File: src/design/abs_pkg.sv
// ----------------------------------------------------------------------------
// abs_pkg
// Shared types, constants and coefficient tables of the Adams-Bashforth
// stepper.
// ----------------------------------------------------------------------------
package abs_pkg;

  localparam int STATE_DIM   = 16;
  localparam int HIST_DEPTH  = 4;
  localparam int QUEUE_DEPTH = 2;

  localparam int SV_AW    = (STATE_DIM > 1) ? $clog2(STATE_DIM) : 1;
  localparam int ROW_W    = (HIST_DEPTH > 1) ? $clog2(HIST_DEPTH) : 1;
  localparam int HIST_AW  = ROW_W + SV_AW;
  localparam int HIST_WORDS = 2 ** HIST_AW;

  localparam logic [1:0] REQ_LOAD  = 2'd0;
  localparam logic [1:0] REQ_STEP  = 2'd1;
  localparam logic [1:0] REQ_INVAL = 2'd2;

  localparam logic [2:0] ORDER_ONE = 3'd1;
  localparam logic [2:0] ORDER_TOP = 3'd4;
  localparam logic [2:0] ORDER_RST = 3'd4;
  localparam logic [2:0] HIST_LIM  = 3'(HIST_DEPTH);

  // ceil(2^20 / 3): exact quotient for dividends below 2^18
  localparam logic [18:0] RECIP3 = 19'd349526;

  typedef enum logic [1:0] {
    CMD_LOAD,
    CMD_STEP,
    CMD_ZERO
  } cmd_kind_e;

  typedef struct packed {
    cmd_kind_e          kind;
    logic [3:0]         idx;
    logic               last;
    logic signed [31:0] val;
    logic [31:0]        h;
    logic [2:0]         ord;
    logic [ROW_W-1:0]   row;
  } cmd_t;

  function automatic logic [2:0] order_limit(input logic [2:0] m);
    logic [2:0] l;
    l = m;
    if (l == 3'd0) l = ORDER_ONE;
    if (l > ORDER_TOP) l = ORDER_TOP;
    if (l > HIST_LIM) l = HIST_LIM;
    return l;
  endfunction

  // coefficients scaled by 24, tap 0 is the newest derivative
  function automatic logic signed [7:0] ab_coef(input logic [2:0] ord,
                                                input logic [1:0] tap);
    logic signed [7:0] c;
    c = '0;
    unique case ({ord, tap})
      {3'd1, 2'd0}: c = 8'sd24;
      {3'd2, 2'd0}: c = 8'sd36;
      {3'd2, 2'd1}: c = -8'sd12;
      {3'd3, 2'd0}: c = 8'sd46;
      {3'd3, 2'd1}: c = -8'sd32;
      {3'd3, 2'd2}: c = 8'sd10;
      {3'd4, 2'd0}: c = 8'sd55;
      {3'd4, 2'd1}: c = -8'sd59;
      {3'd4, 2'd2}: c = 8'sd37;
      {3'd4, 2'd3}: c = -8'sd9;
      default:      c = '0;
    endcase
    return c;
  endfunction

endpackage

File: src/design/abs_queue.sv
// ----------------------------------------------------------------------------
// abs_queue
// Short command queue between the front and the back.
// ----------------------------------------------------------------------------
module abs_queue import abs_pkg::*; (
  input  logic clk_i,
  input  logic rst_ni,
  input  logic push_i,
  input  cmd_t push_cmd_i,
  input  logic pop_i,
  output cmd_t head_o,
  output logic full_o,
  output logic empty_o
);

  localparam int PW = (QUEUE_DEPTH > 1) ? $clog2(QUEUE_DEPTH) : 1;
  localparam int CW = $clog2(QUEUE_DEPTH + 1);

  cmd_t          slot_q [QUEUE_DEPTH];
  logic [PW-1:0] wr_ptr_q, rd_ptr_q;
  logic [CW-1:0] count_q;

  assign full_o  = 32'(count_q) == QUEUE_DEPTH;
  assign empty_o = count_q == '0;
  assign head_o  = slot_q[rd_ptr_q];

  always_ff @(posedge clk_i) begin
    if (push_i) begin
      slot_q[wr_ptr_q] <= push_cmd_i;
    end
  end

  always_ff @(posedge clk_i or negedge rst_ni) begin
    if (!rst_ni) begin
      wr_ptr_q <= '0;
      rd_ptr_q <= '0;
      count_q  <= '0;
    end else begin
      if (push_i) begin
        wr_ptr_q <= (32'(wr_ptr_q) == QUEUE_DEPTH - 1) ? '0 : wr_ptr_q + 1'b1;
      end
      if (pop_i) begin
        rd_ptr_q <= (32'(rd_ptr_q) == QUEUE_DEPTH - 1) ? '0 : rd_ptr_q + 1'b1;
      end
      unique case ({push_i, pop_i})
        2'b10:   count_q <= count_q + 1'b1;
        2'b01:   count_q <= count_q - 1'b1;
        default: count_q <= count_q;
      endcase
    end
  end

endmodule

File: config.mk
export PLATFORM = sky130hd
export DESIGN_NAME = abs_queue
export DESIGN_NICKNAME = d
export VERILOG_FILES = /design/src/design/abs_pkg.sv /design/src/design/abs_queue.sv
export SDC_FILE = /design/constraint.sdc
export NUM_CORES = 1
export LEC_CHECK = 0
export ABC_CLOCK_PERIOD_IN_PS = 5200
export BUFFER_PORTS_ARGS = -buffer_cell sky130_fd_sc_hd__buf_4
export CAP_MARGIN = 5
export CELL_PAD_IN_SITES_DETAIL_PLACEMENT = 1
export CELL_PAD_IN_SITES_GLOBAL_PLACEMENT = 1
export CORE_MARGIN = 1
export CORE_UTILIZATION = 40
export CTS_BUF_LIST = sky130_fd_sc_hd__clkbuf_2
export DETAILED_ROUTE_END_ITERATION = 10
export HOLD_SLACK_MARGIN = 0.1
export PLACE_DENSITY = 0.72
export SLEW_MARGIN = 20
export SYNTH_ARGS = -nofsm -noshare
export SYNTH_HDL_FRONTEND = slang
export SYNTH_SLANG_ARGS = --single-unit
File: constraint.sdc
create_clock -name clk_i -period 5.2 [get_ports clk_i]
set_clock_uncertainty 0.2 [all_clocks]
set_input_delay 0.78 -clock clk_i [delete_from_list [all_inputs] [get_ports clk_i]]
set_output_delay 0.78 -clock clk_i [all_outputs]
set_load 0.05 [all_outputs]
After elaboration in Yosys (flattened, before gate mapping)
Memories as Yosys holds them, arrays and structs flattened.
Index checks and enable logic that the tools add are counted.
{"block": "op_classes", "shifts": 0, "n_div": 0, "order_cmp": 0, "reduce_logical": 2, "mul": 0, "add_sub_neg": 4, "muxes": 5, "n_eq_ne": 3, "bitwise_logic": 0}
{"op": "2-bit equality test, second input constant", "n": 2}
{"op": "1-bit 2-to-1 mux", "n": 4}
{"op": "2-bit case mux with 2 select lines", "n": 1}
{"op": "1-bit adder, second input constant", "n": 2}
{"op": "2-bit by 1-bit adder with 2-bit output, second input constant", "n": 1}
{"op": "2-bit by 1-bit equality test with 1-bit output, second input constant", "n": 1}
{"op": "2-bit zero test", "n": 1}
{"op": "2-bit nonzero test", "n": 1}
{"op": "2-bit by 1-bit subtractor with 2-bit output, second input constant", "n": 1}
{"block": "totals", "word_cells": 18, "memories": 1, "regBits": 4, "latch_bits": 0, "mem_bits_rw": 152, "rom_bits": 0}
{"name": "slot_q", "words": 2, "word_bits": 76, "read_ports": 1, "rd_ports_with_merged_regs": 0, "wr": 1, "line_no": "abs_queue.sv:19", "text": "cmd_t slot_q [QUEUE_DEPTH];"}

Logic depth before layout (Yosys ltp)
{"block": "depth", "ltp_word": 2, "depth_mapped": 5}

Worst setup path after synthesis
OpenSTA, ideal clock, no wires.
{"block": "synth_timing", "kind": "input to register", "from": "input port push_i", "to": "memory slot_q[0][0] in the netlist's numbering, enable pin", "arrival_time_ns": 4.025, "setup_ns": 0.513, "path_stages": 2, "path_slack_ns": 0.462, "cell_sequence": "inv_1 > nor2_1"}
{"block": "synth_between", "elab_chain_len": 2}
{"item": "start, declared", "line_no": "abs_queue.sv:8", "text": "input logic push_i,"}
{"item": "1-bit 2-to-1 mux", "line_no": "abs_queue.sv:28", "text": "if (push_i) begin"}
{"item": "1-bit 2-to-1 mux (implied by the code)", "line_no": "abs_queue.sv:29", "text": "slot_q[wr_ptr_q] <= push_cmd_i;"}
{"item": "end, declared", "line_no": "abs_queue.sv:19"}
Every way passes these cells.

==> flow_summary.toml <==
[drt]
wl_per_cell_um = 17.2
vias = 3160
wl_um = 11900
via_per_inst = 4.57
drt_first_pass_iters = 4
drtAntennaViolNets = 0
dr.first_iter.drc_count = 90
drc_errors = 0

[critical_path]
cp_max_fo = 68
critical_path_required_ps = 4220
crit_path_end_kind = "output port"
path_class = "flop to output port"
startpoint_type = "flop"
crit_arrival_ps = 2820

[synth]
synth_seq_cells = 156
yosys-top-cells-area = "edfxtp_1 79%, mux2_2 8.9%, mux2_4 7.8%"
postSynthCellCount = 253
synth_warnings = 0
synth_top_area_frac = 0.786
ys_seq_area_frac = 0.804
avgSynthCellArea_um2 = 22.9
netlist_area_um2 = 5800
ys_types = 14
synth_largest_area_cell = "edfxtp_1"
syn-num-nets = 334

[sta]
fin_tns_setup_ps = 0
worst_pin_slew_ps = 1070
setup_viol = 0
finalMaxSlewViolations = 0
relSlewSlack = 0.287
min_period_ps = 3800
hold_viol_final = 0
period_share = 0.730
hold_slack_ps = 214
fmax_mhz = 263
rsz0062_at_grt = "false"

[placed_design]
place_congestion = 0.673
dp.cells = 584
hpwl_um = 6870
place.port_buffers = 157

[grt]
grt_max_degree = 77
grt_first_pass_wirelength_um = 17900
antenna_found_initial = 0
grt-ovfl-total = 0
grt_usage = 0.164
grt_pass1_vias = 3497

[hold_path]
min_path_type = "primary input to asynchronous set/reset pin"

[floorplan]
start_util = 0.413
dieHeight_um = 122
die_w_um = 122
rows = 43
core_um2 = 14000
io_pins = 158
die_area_um2 = 15000

[clock_tree]
clkLatencyLatePin_ps = 670
numCtsBuffers = 17
cts_tree = "built"
clock_sinks = 156
clk_path_buf_depth = 2
path_clk_slew_ps = 200
post_cts_resized = 0
post_cts_buffers = 0
cts-root-buf = "clkbuf_2"
ctsHtreeMaxLevel = 4

[final_layout]
diodes = 0
fillers = 1261
multi_input_area_um2 = 1060
layout.nets = 583
syn_to_final_growth_pct = 41.6
seq_area_um2 = 4670
final_cell_mix = "158 x buf_4, 152 x edfxtp_1, 79 x dlygate4sd3_1"
layout-drive-gt1-share = 0.512
fin_cells = 692
final_common_cell = "buf_4"
utilization = 0.585

[status]
outcome = "finished, final reports clean"

[run]
maxCapViolations = 0

[power]
leakagePower_nw = 3.19
p_per_area_nw_per_um2 = 560
max-vdd-ir-drop_mv = 0.432
-- metal layers --
metal  up-vias  global-route usage  routed length (µm)
li1       1489                   -                   -
met1      1549               0.184                4690
met2       109               0.280                6170
met3        13              0.0669                 893
met4         0              0.0595                 153
met5         -                   0                   0
-- flip-flops by register name, summed over array words and instances (netlist names) --
name and flops:
slot_q 152, count_q 2, rd_ptr_q 1, wr_ptr_q 1
-- final timing paths --
kind | startpoint | cells past startpoint | end | slack, ps
max | rd_ptr_q | 3 | head_o[66] | 1400
min | rst_ni | 2 | count_q[1] | 210
max reg2reg | wr_ptr_q | 3 | slot_q[0][24] | 3150
min reg2reg | count_q[1] | 1 | count_q[1] | 320
max in group asynchronous | rst_ni | 2 | rd_ptr_q | 4480
min in group clk_i | count_q[1] | 1 | count_q[1] | 320
-- what timing repair did --
| action | in CTS | in global routing |
|---|---|---|
| hold endpoints to repair | 158 | 0 |
| setup endpoints to repair | 0 | 0 |
| hold buffers | 79 | 0 |
-- metrics by stage --
stage	cell area (µm²)	power, mW	setup WS, ps
4_1_cts	8220	4.65	1300
2_1_floorplan	5800	3.37	462
6_report	8220	4.60	1400
3_5_place_dp	7190	3.92	2130
3_3_place_gp	7160	3.88	2150
5_1_grt	8220	4.80	1180
-- synthesized netlist by cell type --
master,number
and2_1,1
buf_2,4
nor2_1,3
buf_8,3
buf_6,2
mux2_2,46
dfrtp_1,4
nor2b_1,1
inv_1,1
ha_1,1
edfxtp_1,152
xnor2_1,2
xor2_1,3
mux2_4,30
-- worst max-delay path, cell delays in order (launching register included) --
cell and delay, ps:
dfrtp_4 1170, buf_4 370, mux2_2 370, buf_4 190
-- cells by family (layout without fill, tap and decap cells) --
kind of cell	Yosys count	in the layout	share of synthesized area
adders and majority gates	1	1	0.00216
buffers and inverters	10	269	0.0157
DFF	156	156	0.804
xor gates and xnor gates	5	5	0.00755
muxes	76	76	0.167
and+or+nand+nor	5	5	0.00410
-- final cells by class --
type,instances,area share
sequential,156,0.568
timing repair buffer,239,0.246
multi-input combinational,87,0.129
tap,180,0.0274
clock inverter,12,0.0189
clock buffer,17,0.0104
inverter,1,0.000457
-- power breakdown --
part | internal, mW | switching, mW | total [mW]
Combinational | 0.774 | 1.30 | 2.07
Clock | 0.298 | 0.383 | 0.681
Sequential | 1.67 | 0.185 | 1.85
Total | 2.74 | 1.86 | 4.60
No activity file was read; power rests on OpenSTA's default activity.
