[config.mk]
export PLATFORM = sky130hd
export DESIGN_NAME = abs_front
export DESIGN_NICKNAME = d
export VERILOG_FILES = /design/src/design/abs_pkg.sv /design/src/design/abs_front.sv
export SDC_FILE = /design/constraint.sdc
export NUM_CORES = 1
export LEC_CHECK = 0
export BUFFER_PORTS_ARGS = -buffer_cell sky130_fd_sc_hd__buf_2
export CORE_ASPECT_RATIO = 0.9
export CORE_MARGIN = 5
export CORE_UTILIZATION = 30
export CTS_CLUSTER_DIAMETER = 120
export DETAILED_ROUTE_END_ITERATION = 10
export GPL_TIMING_DRIVEN = 0
export PLACE_DENSITY = 0.67
export SLEW_MARGIN = 40
export SYNTH_ARGS = -nofsm -noshare
export SYNTH_HDL_FRONTEND = slang
export SYNTH_SLANG_ARGS = --single-unit
[constraint.sdc]
create_clock -name clk_i -period 4.7 [get_ports clk_i]
set_clock_uncertainty 0.1 [all_clocks]
set_input_delay 1.41 -clock clk_i [delete_from_list [all_inputs] [get_ports clk_i]]
set_output_delay 1.41 -clock clk_i [all_outputs]
set_load 0.02 [all_outputs]
[src/design/abs_pkg.sv]
// ----------------------------------------------------------------------------
// abs_pkg
// Shared types, constants and coefficient tables of the Adams-Bashforth
// stepper.
// ----------------------------------------------------------------------------
package abs_pkg;

  localparam int STATE_DIM   = 16;
  localparam int HIST_DEPTH  = 4;
  localparam int QUEUE_DEPTH = 2;

  localparam int SV_AW    = (STATE_DIM > 1) ? $clog2(STATE_DIM) : 1;
  localparam int ROW_W    = (HIST_DEPTH > 1) ? $clog2(HIST_DEPTH) : 1;
  localparam int HIST_AW  = ROW_W + SV_AW;
  localparam int HIST_WORDS = 2 ** HIST_AW;

  localparam logic [1:0] REQ_LOAD  = 2'd0;
  localparam logic [1:0] REQ_STEP  = 2'd1;
  localparam logic [1:0] REQ_INVAL = 2'd2;

  localparam logic [2:0] ORDER_ONE = 3'd1;
  localparam logic [2:0] ORDER_TOP = 3'd4;
  localparam logic [2:0] ORDER_RST = 3'd4;
  localparam logic [2:0] HIST_LIM  = 3'(HIST_DEPTH);

  // ceil(2^20 / 3): exact quotient for dividends below 2^18
  localparam logic [18:0] RECIP3 = 19'd349526;

  typedef enum logic [1:0] {
    CMD_LOAD,
    CMD_STEP,
    CMD_ZERO
  } cmd_kind_e;

  typedef struct packed {
    cmd_kind_e          kind;
    logic [3:0]         idx;
    logic               last;
    logic signed [31:0] val;
    logic [31:0]        h;
    logic [2:0]         ord;
    logic [ROW_W-1:0]   row;
  } cmd_t;

  function automatic logic [2:0] order_limit(input logic [2:0] m);
    logic [2:0] l;
    l = m;
    if (l == 3'd0) l = ORDER_ONE;
    if (l > ORDER_TOP) l = ORDER_TOP;
    if (l > HIST_LIM) l = HIST_LIM;
    return l;
  endfunction

  // coefficients scaled by 24, tap 0 is the newest derivative
  function automatic logic signed [7:0] ab_coef(input logic [2:0] ord,
                                                input logic [1:0] tap);
    logic signed [7:0] c;
    c = '0;
    unique case ({ord, tap})
      {3'd1, 2'd0}: c = 8'sd24;
      {3'd2, 2'd0}: c = 8'sd36;
      {3'd2, 2'd1}: c = -8'sd12;
      {3'd3, 2'd0}: c = 8'sd46;
      {3'd3, 2'd1}: c = -8'sd32;
      {3'd3, 2'd2}: c = 8'sd10;
      {3'd4, 2'd0}: c = 8'sd55;
      {3'd4, 2'd1}: c = -8'sd59;
      {3'd4, 2'd2}: c = 8'sd37;
      {3'd4, 2'd3}: c = -8'sd9;
      default:      c = '0;
    endcase
    return c;
  endfunction

endpackage

[src/design/abs_front.sv]
// ----------------------------------------------------------------------------
// abs_front
// Accepts items, settles the Adams order of each step and keeps the order,
// ring row and step size control state. Emits one command per item.
// ----------------------------------------------------------------------------
module abs_front import abs_pkg::*; (
  input  logic               clk_i,
  input  logic               rst_ni,
  input  logic               cfg_valid_i,
  input  logic [2:0]         cfg_data_i,
  input  logic               in_valid_i,
  input  logic               q_full_i,
  input  logic [1:0]         req_type_i,
  input  logic [3:0]         element_index_i,
  input  logic               last_element_i,
  input  logic signed [31:0] value_i,
  input  logic [31:0]        step_size_i,
  output logic               push_o,
  output cmd_t               cmd_o
);

  logic [2:0]       max_order_q, max_order_d;
  logic [2:0]       cur_order_q, cur_order_d;
  logic [ROW_W-1:0] row_q, row_d;
  logic [31:0]      prev_h_q, prev_h_d;

  logic       idx_ok;
  logic [2:0] lim;
  logic [2:0] step_ord;
  logic [2:0] next_ord;

  assign push_o = in_valid_i && !q_full_i;
  assign idx_ok = 32'(element_index_i) < STATE_DIM;
  assign lim    = order_limit(max_order_q);

  always_comb begin
    step_ord = (step_size_i != prev_h_q) ? ORDER_ONE : cur_order_q;
    if (step_ord == 3'd0) step_ord = ORDER_ONE;
    if (step_ord > lim) step_ord = lim;
    next_ord = step_ord + 3'd1;
    if (next_ord > lim) next_ord = lim;
  end

  always_comb begin
    max_order_d = max_order_q;
    cur_order_d = cur_order_q;
    row_d       = row_q;
    prev_h_d    = prev_h_q;

    cmd_o.kind = CMD_ZERO;
    cmd_o.idx  = element_index_i;
    cmd_o.last = last_element_i;
    cmd_o.val  = value_i;
    cmd_o.h    = step_size_i;
    cmd_o.ord  = cur_order_q;
    cmd_o.row  = row_q;

    unique case (req_type_i)
      REQ_LOAD: begin
        if (idx_ok) cmd_o.kind = CMD_LOAD;
      end
      REQ_STEP: begin
        cmd_o.ord = step_ord;
        if (idx_ok) cmd_o.kind = CMD_STEP;
        if (push_o && last_element_i) begin
          cur_order_d = next_ord;
          row_d       = (32'(row_q) == HIST_DEPTH - 1) ? '0 : row_q + 1'b1;
          prev_h_d    = step_size_i;
        end
      end
      REQ_INVAL: begin
        cmd_o.ord = ORDER_ONE;
        if (push_o) begin
          cur_order_d = ORDER_ONE;
          prev_h_d    = '0;
        end
      end
      default: begin
      end
    endcase

    if (cfg_valid_i) begin
      max_order_d = cfg_data_i;
      cur_order_d = ORDER_ONE;
      prev_h_d    = '0;
    end
  end

  always_ff @(posedge clk_i or negedge rst_ni) begin
    if (!rst_ni) begin
      max_order_q <= ORDER_RST;
      cur_order_q <= ORDER_ONE;
      row_q       <= '0;
      prev_h_q    <= '0;
    end else begin
      max_order_q <= max_order_d;
      cur_order_q <= cur_order_d;
      row_q       <= row_d;
      prev_h_q    <= prev_h_d;
    end
  end

endmodule

---- Word level (Yosys, flattened, before mapping) ----
Index checks and enable logic that the tools add are counted.
W data, S select, Z words.
operators by class
  add/sub/neg operators ................... 2
  $lt $le $gt $ge ......................... 4
  equality and inequality tests ........... 6
  mux-type cells .......................... 18
  reduce and logical (&&, ||, !) cells .... 9
operators by type and width
  operator               number
  $mux W32               3
  $pmux W32 S2           1
  $ne A32 B32 Y1         1
  $mux W3                10
  $pmux W3 S2            2
  $gt A3 B3 Y1           2
  $gt A3 B3 Y1 const B   2
  $logic_not A3 Y1       2
  $ne A3 B3 Y1 const B   2
  $eq A2 B2 Y1 const B   2
  $pmux W2 S2            1
  $add A3 B1 Y3 const B  1
  $reduce_and A3 Y1      1
  $reduce_bool A3 Y1     1
  $add A2 B1 Y2 const B  1
  $eq A2 B1 Y1 const B   1
  $logic_and A1 B1 Y1    2
  $logic_not A2 Y1       1
  $mux W2                1
  $reduce_and A2 Y1      1
  $logic_not A1 Y1       1
storage, ports and cells
  register bits after elaboration ......... 40
  bits of input ports ..................... 79
  output and inout bits ................... 77

---- Longest topological paths before layout ----
  depth after elaboration ................. 14
  mapped depth ............................ 18

---- Worst setup path after synthesis ----
OpenSTA, ideal clock, no wires.
  path type ............................... input -> register
  from .................................... in step_size_i[14]
  to ...................................... reg cur_order_q[2]
  library setup time ...................... 0.126 ns
  data arrival time ....................... 5.076 ns
  data required time ...................... 4.474 ns
  slack ................................... -0.602 ns
  cell stages on the path ................. 18
  path buffers ............................ 0
  cells stage by stage .................... xor2_1 nor4_2 nand4_2 a2111oi_4 ha_1 nor2b_1 o21a_1 o21ai_2 nor2_1 a21oi_1 ha_1 ha_1 nor2b_1 o21a_1 o21ai_1 o21ai_0 a32o_1 a311o_1
between the ends
  cells in the longest elaborated chain, start to end .. 12
RTL lines
  what                  line             source
  start, declared       abs_front.sv:17  input logic [31:0] step_size_i,
  $ne A32 B32 Y1 *      abs_front.sv:37  step_ord = (step_size_i != prev_h_q) ? ORDER_ONE : cur_order_q;
  $mux W3 *             abs_front.sv:37
  $logic_not A3 Y1      abs_front.sv:38  if (step_ord == 3'd0) step_ord = ORDER_ONE;
  $mux W3 *             abs_front.sv:38
  $gt A3 B3 Y1          abs_front.sv:39  if (step_ord > lim) step_ord = lim;
  $mux W3 *             abs_front.sv:39
  $add A3 B1 Y3 *       abs_front.sv:40  next_ord = step_ord + 3'd1;
  $gt A3 B3 Y1          abs_front.sv:41  if (next_ord > lim) next_ord = lim;
  $mux W3 *             abs_front.sv:41
  $mux W3 *             abs_front.sv:65  if (push_o && last_element_i) begin
  $pmux W3 S2 *         abs_front.sv:58  unique case (req_type_i)
  $mux W3 *             abs_front.sv:82  if (cfg_valid_i) begin
  end signal, assigned  abs_front.sv:97  cur_order_q <= cur_order_d;
  end, declared         abs_front.sv:23  logic [2:0] cur_order_q, cur_order_d;
Every way passes the cells marked *; elsewhere a longest branch is shown, timed or not. The select of a mux whose other input is x is not followed.
A chain may end at the register's enable or synchronous reset.

==> results.txt <==
WP data arrival: 3.90 ns
ANT nets after route: 0
Worst Setup Start Kind: input port
Ys Warns: 0
H-tree depth: 2
Avg Cell Area, Syn: 10.47 sq um
GRT met3 Usage: 4.301%
CP Max Fanout: 4
Setup crit end kind: primary output
GRT met1 Usage: 16.37%
Max Clock Freq: 184.9 MHz
DRC viols: 0
Post-synth ARST share: 100.0%
number of top-level pins: 156
1st-pass router iterations: 4
number of global-route vias before repair: 2,524
number of flops mapped to enable cells by yosys: 0
Mapped Cells: 268
Worst-Margin Slew: 0.7132 ns
failing checks: setup timing
Post-synth top flop: dfrtp_1
vias per std cell: 4.658
DRT Wirelength: 8002 microns
# Max-Cap Violations: 0
Largest delay share family, worst path: simple AND/OR/NAND/NOR gates
CTS tree: yes
die height: 101.7 microns
Initial Util: 30.74%
die width: 111.9 microns
Worst path depth: 13
WP data required: 3.19 ns
CTS Root Cell: clkbuf_8
Hold Path Stages: 1
Max Slew Vio Count: 0
Setup CP Type: input port to primary output
GRT Util Overall: 12.95%
Clock Latency Late Sink: 0.30 ns
Worst slew margin: 52.20%
initial antenna violation count: 0
CTS max path bufs: 2
Cell Chain, Critical Path: buf_6, xor2_1, nor4_2, nand4_2, nor3_2, ha_1, nor2b_4, o21a_4, o21a_4, a31oi_1, a21o_1, o31ai_2, buf_4
leakage: 2.184 nW
min Tclk post-route: 5.408 ns
post-detail-place hpwl: 5517 microns
slowest stage delay, CP: 0.33 ns
largest net degree at the start of global routing: 41
core footprint: 9125 sq um
share of layout cells above drive strength 1: 64.20%
full die area: 11,390 sq um
worst path buffer plus inverter count: 2
Design Area, Final: 4141 sq um
syn_nets: 358
CTS clk-pin slew, worst paths: 0.08 ns
Hold WS: 0.4311 ns
CP most frequent cell: o21a_4
# diodes: 0
GRT busiest layer: met2
final setup vio count: 6
Area Overhead vs Synth: 47.64%
worst setup margin: -0.7078 ns
placed cell count: 508
register area share after synthesis: 35.77%
total grt overflow: 0
final period utilization: 115.1%
fin cells: 541
wire per inst: 14.79 microns
Initial DRC Count: 98
fin nets: 508
Final Core Density: 45.39%
number of cell rows: 33
met2 GRT Util: 21.38%
mapped cell area: 2805 sq um
synth unique cells: 38
first-pass GRT wire length: 12,080 microns
status: complete, but fails checks
Placer Congestion: 0.7927
RSZ-0062 raised after global routing: yes
Hold Fails Final Rpt: 0
CTS buffer count: 5
critical path's slowest cell: nor4_2
total clock sinks: 40
power per cell area: 257.3 nW/um^2
vias: 2,520
Worst R2R Path Depth: 20
Yosys reg bits: 40
VDD IR max: 150.2 uV
IO Port Bufs: 118
setup TNS: -3.765 ns
Placed Area: 3567 sq um
Hold Path Class: flip-flop to flip-flop
-- layout make-up --
type | instances | area [sq um]
plain buffers | 76 | 548.0
clock inverters | 1 | 30.03
inverters | 6 | 22.52
clock buffers | 7 | 96.34
repair buffers | 143 | 877.1
multi-input cells | 146 | 1411
fillers | 865 | 4984
flip-flops and latches | 40 | 1003
well taps | 122 | 152.6
-- metrics by stage --
step                      setup WS [ns]  total power, W
after floorplan                 -0.4433       0.0005637
after global placement          -0.9418       0.0006526
after detailed placement         -1.143       0.0006607
after CTS                       -0.7008        0.001021
after global routing            -0.8241        0.001119
final                           -0.7078        0.001066
-- metal layers --
layer  part of all wire (%)  vias to the layer above  wire (microns)
met1                     40                     1178            3225
li1                       -                     1175               -
met5                      0                        -               0
met4                    2.4                        0             196
met2                     47                      147            3790
met3                    9.9                       20             789
-- cells by family after synthesis --
kind of cell / Yosys count / synth area share [%]
DFF: 40 / 35.77
muxes: 3 / 1.204
AOI/OAI and AO/OA: 62 / 18.38
buffers and inverters: 82 / 20.34
adders and majority gates: 11 / 4.906
xor gates and xnor gates: 33 / 10.30
and+or+nand+nor: 37 / 9.100
-- report_power, final --
part	leakage [nW]	internal, W	switching (W)
sequential	0.544	0.000358	0.0000109
clock	0.0645	0.000187	0.000123
combinational	1.58	0.000191	0.000195
-- cells in the mapped netlist, drive strengths merged (3+ instances only) --
cell type  count  share of area [%]
xor2          32                 10
nor4           8                3.6
a21oi          3               0.54
nor2b          3               0.67
buf           72                 19
o21ai          8                1.6
nand3          4               0.71
nor3           5                1.1
nand2          6               0.80
o21a           3               0.80
ha            11                4.9
inv            6               0.80
dfrtp         38                 34
mux2           3                1.2
a22o          33                 10
clkbuf         4               0.54
nor2           7               0.94
-- what timing repair did --
item	4_1_cts	5_1_grt
pin swaps	12	22
gates cloned	0	0
gates resized for setup	39	23
buffers inserted	15	11
hold buffers	0	0
setup endpoints to repair	6	6
-- path summary, 6_finish.rpt --
path                                 from             end  slack, ns
max in group asynchronous          rst_ni  max_order_q[2]       3.14
hold reg to reg               prev_h_q[1]     prev_h_q[1]       0.43
setup / recovery           step_size_i[5]        cmd_o[2]      -0.71
min in group asynchronous          rst_ni    prev_h_q[26]       0.98
hold / removal                prev_h_q[1]     prev_h_q[1]       0.43
setup reg to reg             prev_h_q[17]  cur_order_q[2]       0.10
-- state kept, by name, summed over array words and instances (netlist names) --
register     flops
cur_order_q      3
prev_h_q        32
row_q            2
max_order_q      3
-- worst reg2reg max path: cells and delay by family, from the launching register on --
kind | cells | cell delay [ns]
xor gates and xnor gates | 1 | 0.20
DFF | 1 | 0.43
buffers and inverters | 2 | 0.26
and+or+nand+nor | 6 | 1.13
adders and majority gates | 3 | 0.76
AOI/OAI and AO/OA | 8 | 1.67
-- cells in the final DEF, fill, tap and decap left out, types with 6 or more instances in the layout --
cell type | netlist | final
a22o_1 | 32 | 32
buf_2 | 3 | 107
buf_4 | 69 | 92
buf_6 | 0 | 15
clkbuf_8 | 0 | 7
dfrtp_1 | 38 | 38
ha_1 | 11 | 8
inv_1 | 6 | 6
nor2_1 | 7 | 7
nor4_2 | 8 | 8
xor2_1 | 32 | 24
xor2_2 | 0 | 8
(Power assumes the default switching activity.)
